<file path="config.mk">
export PLATFORM = sky130hd
export DESIGN_NAME = rgb_to_hsl_converter
export DESIGN_NICKNAME = d
export VERILOG_FILES = /design/src/rtl/rgbhsl_pkg.sv /design/src/rtl/rgbhsl_front.sv /design/src/rtl/rgbhsl_seed.sv /design/src/rtl/rgbhsl_div_stage.sv /design/src/rtl/rgb_to_hsl_converter.sv
export SDC_FILE = /design/constraint.sdc
export NUM_CORES = 2
export LEC_CHECK = 0
export BUFFER_PORTS_ARGS = -buffer_cell sky130_fd_sc_hd__buf_4
export CAP_MARGIN = 20
export CORE_MARGIN = 4
export CORE_UTILIZATION = 67
export DETAILED_ROUTE_END_ITERATION = 8
export HOLD_SLACK_MARGIN = 0.05
export PLACE_DENSITY = 0.94
export SLEW_MARGIN = 20
export SYNTH_ARGS = -nofsm -noshare
export SYNTH_HDL_FRONTEND = slang
export SYNTH_SLANG_ARGS = --single-unit
</file>
<file path="constraint.sdc">
create_clock -name clk -period 20.2 [get_ports clk]
set_input_delay 3.03 -clock clk [delete_from_list [all_inputs] [get_ports clk]]
set_output_delay 3.03 -clock clk [all_outputs]
set_load 0.01 [all_outputs]
</file>
<file path="src/rtl/rgbhsl_pkg.sv">
// Shared types, constants and divider step for the RGB to HSL converter.
`timescale 1ns / 1ps

package rgbhsl_pkg;

	localparam int FRAC_BITS  = 16;
	localparam int CH_W       = 8;
	localparam int SUM_W      = CH_W + 1;
	localparam int DIV_W      = 11;
	localparam int QUO_W      = FRAC_BITS + 1;
	localparam int STEPS      = 4;
	localparam int DIV_STAGES = FRAC_BITS / STEPS;

	// floor(sum * 2^15 / 255) == (sum * 0x808081) >> 16 for every sum up to 510
	localparam int LIT_PROD_W = SUM_W + 24;
	localparam logic [LIT_PROD_W-1:0] LIT_RECIP = LIT_PROD_W'(24'h808081);
	localparam int LIT_SHIFT  = 16;

	localparam logic [SUM_W-1:0] SUM_FULL = SUM_W'(510);

	typedef struct packed {
		logic [DIV_W-1:0] hnum;
		logic [DIV_W-1:0] hden;
		logic [DIV_W-1:0] snum;
		logic [DIV_W-1:0] sden;
		logic [SUM_W-1:0] sum;
	} front_t;

	typedef struct packed {
		logic [DIV_W-1:0] hrem;
		logic [DIV_W-1:0] hden;
		logic [QUO_W-1:0] hquo;
		logic [DIV_W-1:0] srem;
		logic [DIV_W-1:0] sden;
		logic [QUO_W-1:0] squo;
		logic [FRAC_BITS-1:0] lit;
	} div_t;

	typedef struct packed {
		logic             q;
		logic [DIV_W-1:0] rem;
	} step_t;

	// one restoring step; rem < den on entry and on exit
	function automatic step_t div_step(input logic [DIV_W-1:0] rem, input logic [DIV_W-1:0] den);
		logic [DIV_W:0] dbl;
		step_t          res;
		dbl = {rem, 1'b0};
		if (dbl >= {1'b0, den}) begin
			res.q   = 1'b1;
			res.rem = DIV_W'(dbl - {1'b0, den});
		end else begin
			res.q   = 1'b0;
			res.rem = dbl[DIV_W-1:0];
		end
		return res;
	endfunction

endpackage

</file>
<file path="src/rtl/rgbhsl_front.sv">
// Stage 1: channel max/min, sum, span, hue numerator and divisors.
`timescale 1ns / 1ps

module rgbhsl_front (
	input  logic                  clk,
	input  logic                  arst_n,
	input  logic                  en,
	input  logic                  in_valid,
	input  logic [23:0]           color,
	output logic                  valid_s1,
	output rgbhsl_pkg::front_t    data_s1
);

	logic [rgbhsl_pkg::CH_W-1:0]  r, g, b, vmax, vmin, rg_max, rg_min, span;
	logic [rgbhsl_pkg::SUM_W-1:0] sum, sum_c;
	logic [rgbhsl_pkg::DIV_W-1:0] sp, sp3, sp5, sp6, hnum, dvb, dvg, dvr;
	rgbhsl_pkg::front_t           nxt;

	assign r = color[7:0];
	assign g = color[15:8];
	assign b = color[23:16];

	assign rg_max = (r >= g) ? r : g;
	assign rg_min = (r <= g) ? r : g;
	assign vmax   = (b > rg_max) ? b : rg_max;
	assign vmin   = (b < rg_min) ? b : rg_min;
	assign sum    = {1'b0, vmax} + {1'b0, vmin};
	assign sum_c  = rgbhsl_pkg::SUM_FULL - sum;
	assign span   = vmax - vmin;

	assign sp  = rgbhsl_pkg::DIV_W'(span);
	assign sp3 = (sp << 1) + sp;
	assign sp5 = (sp << 2) + sp;
	assign sp6 = (sp << 2) + (sp << 1);
	assign dvb = rgbhsl_pkg::DIV_W'(vmax - b);
	assign dvg = rgbhsl_pkg::DIV_W'(vmax - g);
	assign dvr = rgbhsl_pkg::DIV_W'(vmax - r);

	// sextant rule, red wins ties over green, green over blue
	always_comb begin
		if (r == vmax) begin
			hnum = (g == vmin) ? (sp5 + dvb) : (sp - dvg);
		end else if (g == vmax) begin
			hnum = (b == vmin) ? (sp + dvr) : (sp3 - dvb);
		end else begin
			hnum = (r == vmin) ? (sp3 + dvg) : (sp5 - dvr);
		end
	end

	always_comb begin
		nxt.sum = sum;
		if (span == '0) begin
			// grey or black: zero numerators give zero quotients
			nxt.hnum = '0;
			nxt.hden = rgbhsl_pkg::DIV_W'(1);
			nxt.snum = '0;
			nxt.sden = rgbhsl_pkg::DIV_W'(1);
		end else begin
			nxt.hnum = hnum;
			nxt.hden = sp6;
			nxt.snum = sp;
			nxt.sden = sum[rgbhsl_pkg::SUM_W-1] ? rgbhsl_pkg::DIV_W'(sum_c)
			                                    : rgbhsl_pkg::DIV_W'(sum);
		end
	end

	always_ff @(posedge clk or negedge arst_n) begin
		if (!arst_n) begin
			valid_s1 <= 1'b0;
		end else if (en) begin
			valid_s1 <= in_valid;
		end
	end

	always_ff @(posedge clk) begin
		if (en) begin
			data_s1 <= nxt;
		end
	end

endmodule

</file>
<file path="src/rtl/rgbhsl_seed.sv">
// Stage 2: leading quotient bit of both dividers and lightness.
`timescale 1ns / 1ps

module rgbhsl_seed (
	input  logic               clk,
	input  logic               arst_n,
	input  logic               en,
	input  logic               in_valid,
	input  rgbhsl_pkg::front_t in_data,
	output logic               valid_s2,
	output rgbhsl_pkg::div_t   data_s2
);

	logic [rgbhsl_pkg::LIT_PROD_W-1:0] prod;
	logic [rgbhsl_pkg::QUO_W-1:0]      lit_raw;
	logic                              hq, sq;
	rgbhsl_pkg::div_t                  nxt;

	assign prod    = rgbhsl_pkg::LIT_PROD_W'(in_data.sum) * rgbhsl_pkg::LIT_RECIP;
	assign lit_raw = prod[rgbhsl_pkg::LIT_SHIFT +: rgbhsl_pkg::QUO_W];

	assign hq = (in_data.hnum >= in_data.hden);
	assign sq = (in_data.snum >= in_data.sden);

	always_comb begin
		nxt.hden = in_data.hden;
		nxt.sden = in_data.sden;
		nxt.hrem = hq ? (in_data.hnum - in_data.hden) : in_data.hnum;
		nxt.srem = sq ? (in_data.snum - in_data.sden) : in_data.snum;
		nxt.hquo = rgbhsl_pkg::QUO_W'(hq);
		nxt.squo = rgbhsl_pkg::QUO_W'(sq);
		nxt.lit  = lit_raw[rgbhsl_pkg::FRAC_BITS] ? '1 : lit_raw[rgbhsl_pkg::FRAC_BITS-1:0];
	end

	always_ff @(posedge clk or negedge arst_n) begin
		if (!arst_n) begin
			valid_s2 <= 1'b0;
		end else if (en) begin
			valid_s2 <= in_valid;
		end
	end

	always_ff @(posedge clk) begin
		if (en) begin
			data_s2 <= nxt;
		end
	end

endmodule

</file>
<file path="src/rtl/rgbhsl_div_stage.sv">
// One divider stage: several restoring steps for hue and saturation.
`timescale 1ns / 1ps

module rgbhsl_div_stage (
	input  logic             clk,
	input  logic             arst_n,
	input  logic             en,
	input  logic             in_valid,
	input  rgbhsl_pkg::div_t in_data,
	output logic             out_valid,
	output rgbhsl_pkg::div_t out_data
);

	rgbhsl_pkg::div_t nxt;

	always_comb begin
		rgbhsl_pkg::step_t hs;
		rgbhsl_pkg::step_t ss;
		nxt = in_data;
		for (int k = 0; k < rgbhsl_pkg::STEPS; k++) begin
			hs       = rgbhsl_pkg::div_step(nxt.hrem, nxt.hden);
			ss       = rgbhsl_pkg::div_step(nxt.srem, nxt.sden);
			nxt.hrem = hs.rem;
			nxt.srem = ss.rem;
			nxt.hquo = {nxt.hquo[rgbhsl_pkg::QUO_W-2:0], hs.q};
			nxt.squo = {nxt.squo[rgbhsl_pkg::QUO_W-2:0], ss.q};
		end
	end

	always_ff @(posedge clk or negedge arst_n) begin
		if (!arst_n) begin
			out_valid <= 1'b0;
		end else if (en) begin
			out_valid <= in_valid;
		end
	end

	always_ff @(posedge clk) begin
		if (en) begin
			out_data <= nxt;
		end
	end

endmodule

</file>
<file path="src/rtl/rgb_to_hsl_converter.sv">
// Top level: pipelined RGB to HSL converter.
//
//   channel | valid    | ready     | payload
//   input   | in_valid | in_ready  | color
//   output  | out_valid| out_ready | hue, saturation, lightness
//
// One pixel per clock sustained while the output is not stalled; stages are front, seed, 4 divider stages.
// The divider pipeline retires 4 quotient bits per stage for hue and saturation.
// Each stage advances when it is empty or the next one advances, so bubbles collapse.
// A stalled output holds its beat; upstream stages fill before in_ready drops.
// Async reset clears all valid bits; the data registers are not reset.
`timescale 1ns / 1ps

module rgb_to_hsl_converter (
	input  logic        clk,
	input  logic        arst_n,
	input  logic        in_valid,
	output logic        in_ready,
	input  logic [23:0] color,
	output logic        out_valid,
	input  logic        out_ready,
	output logic [15:0] hue,
	output logic [15:0] saturation,
	output logic [15:0] lightness
);

	localparam int NS = rgbhsl_pkg::DIV_STAGES;

	logic               valid_s1, en_front, en_seed;
	rgbhsl_pkg::front_t data_s1;
	logic [NS:0]        dv;
	logic [NS-1:0]      en_d;
	rgbhsl_pkg::div_t   dd [NS+1];

	assign en_front = !valid_s1 || en_seed;
	assign en_seed  = !dv[0] || en_d[0];
	assign in_ready = en_front;

	rgbhsl_front u_front (
		.clk      (clk),
		.arst_n   (arst_n),
		.en       (en_front),
		.in_valid (in_valid),
		.color    (color),
		.valid_s1 (valid_s1),
		.data_s1  (data_s1)
	);

	rgbhsl_seed u_seed (
		.clk      (clk),
		.arst_n   (arst_n),
		.en       (en_seed),
		.in_valid (valid_s1),
		.in_data  (data_s1),
		.valid_s2 (dv[0]),
		.data_s2  (dd[0])
	);

	for (genvar i = 0; i < NS; i++) begin : g_div
		if (i == NS - 1) begin : g_last
			assign en_d[i] = !dv[i+1] || out_ready;
		end else begin : g_mid
			assign en_d[i] = !dv[i+1] || en_d[i+1];
		end

		rgbhsl_div_stage u_div (
			.clk       (clk),
			.arst_n    (arst_n),
			.en        (en_d[i]),
			.in_valid  (dv[i]),
			.in_data   (dd[i]),
			.out_valid (dv[i+1]),
			.out_data  (dd[i+1])
		);
	end

	// hue of exactly one wraps to zero; saturation of one clamps
	assign out_valid  = dv[NS];
	assign hue        = dd[NS].hquo[rgbhsl_pkg::FRAC_BITS-1:0];
	assign saturation = dd[NS].squo[rgbhsl_pkg::FRAC_BITS] ? '1
	                    : dd[NS].squo[rgbhsl_pkg::FRAC_BITS-1:0];
	assign lightness  = dd[NS].lit;

endmodule

</file>
# After elaboration in Yosys (flattened, before gate mapping)
# Index checks and enable logic that the tools add are counted.
# word_totals
inputBits	28
word_cells	202
output_inout_bits	50
ff_bits	400
# classes
bitwise	1
magnitude_cmp	38
n_addsub	49
multipliers	1
mux	45
n_reduce_logical	14
eq_ne	5
# op_table
cell	count
11-bit subtractor	36
12-bit by 11-bit greater-or-equal comparator with 1-bit output	32
12-bit two-way mux	32
11-bit two-way mux	7
8-bit equality test	5
9-bit by 24-bit multiplier with 33-bit output, second input constant	1
8-bit two-way mux	4
8-bit by 8-bit subtractor with 9-bit output	3
11-bit adder	2
11-bit greater-or-equal comparator	2
16-bit two-way mux	1
10-bit by 8-bit adder with 11-bit output	1
10-bit by 9-bit adder with 11-bit output	1
8-bit by 11-bit adder with 11-bit output	1
8-bit by 11-bit subtractor with 11-bit output	1
9-bit by 8-bit adder with 10-bit output	1
8-bit by 8-bit adder with 9-bit output	1
9-bit two-way mux	1
9-bit subtractor, first input constant	1
8-bit greater-or-equal comparator	1
8-bit > comparator	1
8-bit less-or-equal comparator	1
8-bit zero test	1
8-bit less-than comparator	1
other kinds (5)	15

# Longest topological paths before layout
# logic_depth
ltp_word	10
depth_mapped	46
mapped_depth_nobuf	42

# Cells and area by module
# From an unflattened synthesis, not the netlist that was laid out.
# unflattened
hier_cells	4569
area_unflattened_um2	43894.6
# modules_own_cells
mod	instances	area_per_inst_um2	cells_per_inst	seq_area_each_um2
rgbhsl_div_stage at g_div[1].u_div ...	2	7722.4	777	2847.7
rgbhsl_front	1	8863.5	1098	1436.4
rgbhsl_div_stage at g_div[0].u_div	1	7927.6	789	2847.7
rgbhsl_div_stage at g_div[2].u_div	1	7722.4	761	2847.7
rgbhsl_seed	1	3782.4	343	1796.7
rgb_to_hsl_converter	1	153.9	24	0.0

# Least setup slack after synthesis
# Ideal clock, no wire load.
# synth_timing
kind	input port to flip-flop
from	in color[9]
to	reg, netlist name u_front.data_s1[51]
n_path_buf	4
setup_ns	0.259
path_slack_ns	9.111
arrival_time_ns	10.830
t_required_ns	19.941
path_stages	40
path_cell_list	inv_1 ha_1 nor2b_1 o211a_1 nor2_1 a21oi_1 nor2_1 clkbuf_1 nor2_1 a21oi_1 ha_1 o21a_1 o21ai_0 nand2b_1 a21oi_1 o21ai_0 o21ai_1 clkbuf_1 (+4 left out) nor3_1 a2111oi_0 xnor2_1 inv_1 buf_2 ha_1 a21oi_1 o31ai_1 mux2i_1 xnor2_1 ha_1 a21o_1 a31oi_1 and4b_1 a2111oi_0 xor2_1 a211oi_1 a211o_1
# synth_via
elab_chain_cells	10
elab_cells_between_ends	31
classes_between	add/sub (12); order compare (4); eq/ne (5); mux (9); reduce/logical (1)
# synth_rtl
element	line_no	source
start, declared	rgb_to_hsl_converter.sv:19	input logic [23:0] color,
8-bit greater-or-equal comparator / 8-bit less-or-equal comparator (equally long branches)	rgbhsl_front.sv:23, rgbhsl_front.sv:24	
8-bit two-way mux (on tied branches)	rgbhsl_front.sv:23, rgbhsl_front.sv:24	
8-bit > comparator / 8-bit less-than comparator (equally long branches)	rgbhsl_front.sv:25, rgbhsl_front.sv:26	
8-bit two-way mux (on tied branches)	rgbhsl_front.sv:25, rgbhsl_front.sv:26	
8-bit subtractor (*)	rgbhsl_front.sv:29	assign span = vmax - vmin;
9-bit by 8-bit adder with 10-bit output (*)	rgbhsl_front.sv:32	assign sp3 = (sp << 1) + sp;
named net u_front.sp3 (one bit)	rgbhsl_front.sv:16	logic [rgbhsl_pkg::DIV_W-1:0] sp, sp3, sp5, sp6, hnum, dvb, dvg, dvr;
11-bit adder / 11-bit subtractor (equally long branches)	rgbhsl_front.sv:46, rgbhsl_front.sv:44	
11-bit two-way mux (on tied branches)	rgbhsl_front.sv:46, rgbhsl_front.sv:44	
11-bit two-way mux (*)	rgbhsl_front.sv:43	end else if (g == vmax) begin
11-bit two-way mux (*)	rgbhsl_front.sv:41	if (r == vmax) begin
# The timed path passes the listed nets; every way through them passes the cells marked *.
# A chain may end at the register's enable or synchronous reset.

# Worst setup path in the final report
# layout_timing
from	in color[9]
to	reg, netlist name u_front.data_s1[51]
# layout_via
elab_chain_cells	10
elab_cells_between_ends	31
classes_between	add/sub (12); order compare (4); eq/ne (5); mux (9); reduce/logical (1)
# layout_rtl
element	line_no
8-bit greater-or-equal comparator / 8-bit less-or-equal comparator (equally long branches)	rgbhsl_front.sv:23, rgbhsl_front.sv:24
8-bit two-way mux (on tied branches)	rgbhsl_front.sv:23, rgbhsl_front.sv:24
8-bit > comparator / 8-bit less-than comparator (equally long branches)	rgbhsl_front.sv:25, rgbhsl_front.sv:26
8-bit two-way mux (on tied branches)	rgbhsl_front.sv:25, rgbhsl_front.sv:26
8-bit subtractor (*)	rgbhsl_front.sv:29
9-bit by 8-bit adder with 10-bit output (*)	rgbhsl_front.sv:32
named net u_front.sp3 (one bit)	rgbhsl_front.sv:16
11-bit adder / 11-bit subtractor (equally long branches)	rgbhsl_front.sv:46, rgbhsl_front.sv:44
11-bit two-way mux (on tied branches)	rgbhsl_front.sv:46, rgbhsl_front.sv:44
11-bit two-way mux (*)	rgbhsl_front.sv:43
11-bit two-way mux (*)	rgbhsl_front.sv:41
# Marked as above.

==> summary.md <==
| Metric | Value |
|---|---|
| Maximum buffer depth of the clock tree | `3` |
| Largest net degree at the start of global routing | `81` |
| CTS Buf Count | `37` |
| Commonest non-fill, non-tap cells in the layout | `ha_1 (442), edfxtp_1 (360), inv_1 (304)` |
| Reg2reg end | `g_div[0].u_div.out_data[45]$_DFFE_PP_` |
| Adder-cell share of the synthesized area | `16.7%` |
| Critical Path Start Type | `primary input` |
| Hold Path Class | `flip-flop to flip-flop` |
| Htree depth | `2` |
| Post-CTS setup buffer count | `0` |
| First-pass GRT wire length | `164 mm` |
| Count of final hold-check violations | `0` |
| Sequential area share after synthesis | `30.0%` |
| Pre-antenna DRT Iters | `9` |
| Core Box Area | `53800 um^2` |
| Buffers plus inverters on the worst setup path | `3` |
| Slew headroom | `18.7%` |
| Async set-reset flop share out of synthesis | `1.64%` |
| Slowest stage cell, crit path | `nor2_1` |
| Initial antenna violation count | `1` |
| Iter 0 DRT Violations | `3736` |
| Failing checks | `DRC` |
| Min-delay src | `u_seed.data_s2[7]$_SDFFCE_PP1P_` |
| Simple-Gate Fraction of Synth Area | `15.4%` |
| Crit Reg-Reg Startpoint | `u_seed.data_s2[33]$_DFFE_PP_` |
| Post-synth top area share | `29.6%` |
| Via count | `32.5k` |
| Synth Flop Type | `edfxtp_1` |
| CTS root buf | `clkbuf_16` |
| Multiplexer share of the synthesized area | `5.25%` |
| Largest family of logic cells by synthesized area | `compound AO/OA/AOI/OAI gates` |
| PortBufs | `77` |
| Hold path depth | `0` |
| Max_cap viols | `0` |
| FMAX | `77.2 MHz` |
| Setup violation total in the final timing report | `0` |
| Core Rows | `85` |
| Worst skew pair latency | `580 ps` |
| Status | `complete, but fails checks` |
| Final Critical Period | `12960 ps` |
| Post-Synth XOR/XNOR Area | `7.56%` |
| Netlist Area Pre-Place | `36500 um^2` |
| Die Ht | `241 um` |
| I/O Pins | `78` |
| Slew Viols, Final | `0` |
| Commonest non-fill, non-tap cell in the layout | `ha_1` |
| Initial Util | `67.8%` |
| Tcrit/Tclk final | `64.1%` |
| Clock sinks | `366` |
| Top delay family on crit path | `compound AO/OA/AOI/OAI gates` |
| Final wirelength | `104 mm` |
| Largest fanout on the critical path | `19` |
| Synth Area in Compound Gates | `20.3%` |
| Die Width | `241 um` |
| Mapped Avg Cell Area | `9.17 um^2` |
| Vias in the first global route | `31.5k` |
| CP Data Required Time | `20510 ps` |
| Post-route clock skew | `33.3 ps` |
| R2R Setup Slk | `8100 ps` |
| # DRC | `1` |
| Area delta synth->final | `6.94%` |
| Flops & latches, synth | `366` |
| Synth Warn # | `0` |
| EDFF count, synth | `360` |
| Yosys cell types | `106` |
| Max incr delay on CP | `730 ps` |
| Post-cts sizing count | `0` |
| FF-to-FF path depth | `36` |
| Syn_nets | `4473` |
| Layout cells sized above 1 | `9.90%` |
| Synth area leaders | `edfxtp_1 (30%), ha_1 (15%), xnor2_1 (4.9%)` |
| Global Route Usage Sum | `34.6%` |
| Endpoint class of the critical path | `flip-flop` |
| RSZ-0062 raised after global routing | `false` |
| Setup CP Type | `primary input to flip-flop` |
| WP data arrival | `13270 ps` |
| Tightest Pin Transition | `1210 ps` |
| Final Wtd Congestion | `0.990` |
| Final HPWL DP | `76.6 mm` |
| Number of vias per cell | `6.85` |
| Aggregate global routing overflow | `0` |
| Post-DRT Antenna Nets | `0` |
| Fillers | `3478` |
| Yosys top cell by area | `edfxtp_1` |
| Mapped Cells | `3980` |
| Worst-path clk slew | `70 ps` |
| Die footprint | `58200 um^2` |
| Final setup TNS | `0 ps` |
| Routed WL per cell | `22.0 um` |
| Total Nets Final | `4517` |
| Hold Path End | `g_div[0].u_div.out_data[7]$_DFFE_PP_` |
| Post-cts hold buffer count | `0` |
| TritonCTS clock tree | `built` |
-- per-layer routing --
layer  part of all wire [%]  global-route usage, %  vias to the layer above
met5                      0                      0                        -
met4                    6.9                   19.9                        0
met3                    9.1                   5.52                      574
met2                     46                   58.8                     2094
met1                     38                   42.0                    15100
li1                       -                      -                    14800
-- worst max-delay path by stage --
stage / slack [ps] / cells after the start / startpoint / to
final: 7240 / 38 / color[9] / u_front.data_s1[51]$_SDFFCE_PP0P_
after global routing: 6100 / 37 / color[9] / u_front.data_s1[51]$_SDFFCE_PP0P_
after CTS: 7420 / 38 / color[9] / u_front.data_s1[51]$_SDFFCE_PP0P_
after detailed placement: 6840 / 38 / color[9] / u_front.data_s1[51]$_SDFFCE_PP0P_
after global placement: 7030 / 35 / color[9] / u_front.data_s1[51]$_SDFFCE_PP0P_
after floorplan: 9110 / 40 / color[9] / u_front.data_s1[51]$_SDFFCE_PP0P_
-- cells by family after synthesis --
| group | Yosys count |
|---|---|
| simple gates | 1125 |
| flops | 366 |
| buf+inv | 413 |
| xor+xnor | 311 |
| fa+ha+maj | 476 |
| mux | 169 |
| compound gates | 1120 |
-- layout make-up --
class	count	area (um^2)	share of cell area [%]
Clock inverter	24	367	0.940
Timing Repair Buffer	105	788	2.02
Tap cell	696	871	2.23
Multi-Input combinational cell	3201	23900	61.2
Sequential cell	366	11000	28.1
Clock buffer	42	955	2.45
Inverter	313	1180	3.01
Antenna cell	1	2.50	0.00641
-- state kept, by name, indices dropped and copies added, names as in the netlist --
name	flops
u_front.valid_s1	1
g_div.u_div.out_data	258
u_seed.data_s2	55
g_div.u_div.out_valid	4
u_front.data_s1	47
u_seed.valid_s2	1
-- per-stage QoR --
step | instances | utilization, % | worst slack, ps | hold slack [ps] | area [um^2]
after floorplan | 3980 | - | 9110 | 400 | 36500
after global placement | 4681 | 70.0 | 7030 | 401 | 37700
after detailed placement | 4681 | 70.0 | 6840 | 405 | 37700
after CTS | 4747 | 72.5 | 7420 | 417 | 39000
after global routing | 4748 | 72.5 | 6100 | 424 | 39000
final | 4748 | 72.5 | 7240 | 417 | 39000
-- cell usage after synthesis (all sizes together) (63+ instances only) --
| library cell | number |
|---|---|
| a21o | 135 |
| a21oi | 250 |
| edfxtp | 360 |
| ha | 442 |
| inv | 308 |
| mux2 | 128 |
| nand2 | 259 |
| nand2b | 73 |
| nand3 | 73 |
| nor2 | 298 |
| nor2b | 78 |
| nor3 | 84 |
| o21a | 63 |
| o21ai | 264 |
| xnor2 | 205 |
| xor2 | 104 |
Power is left out: the tool's default activity adds up to more than one toggle a clock period on the data nets, which glitch-free logic cannot reach.
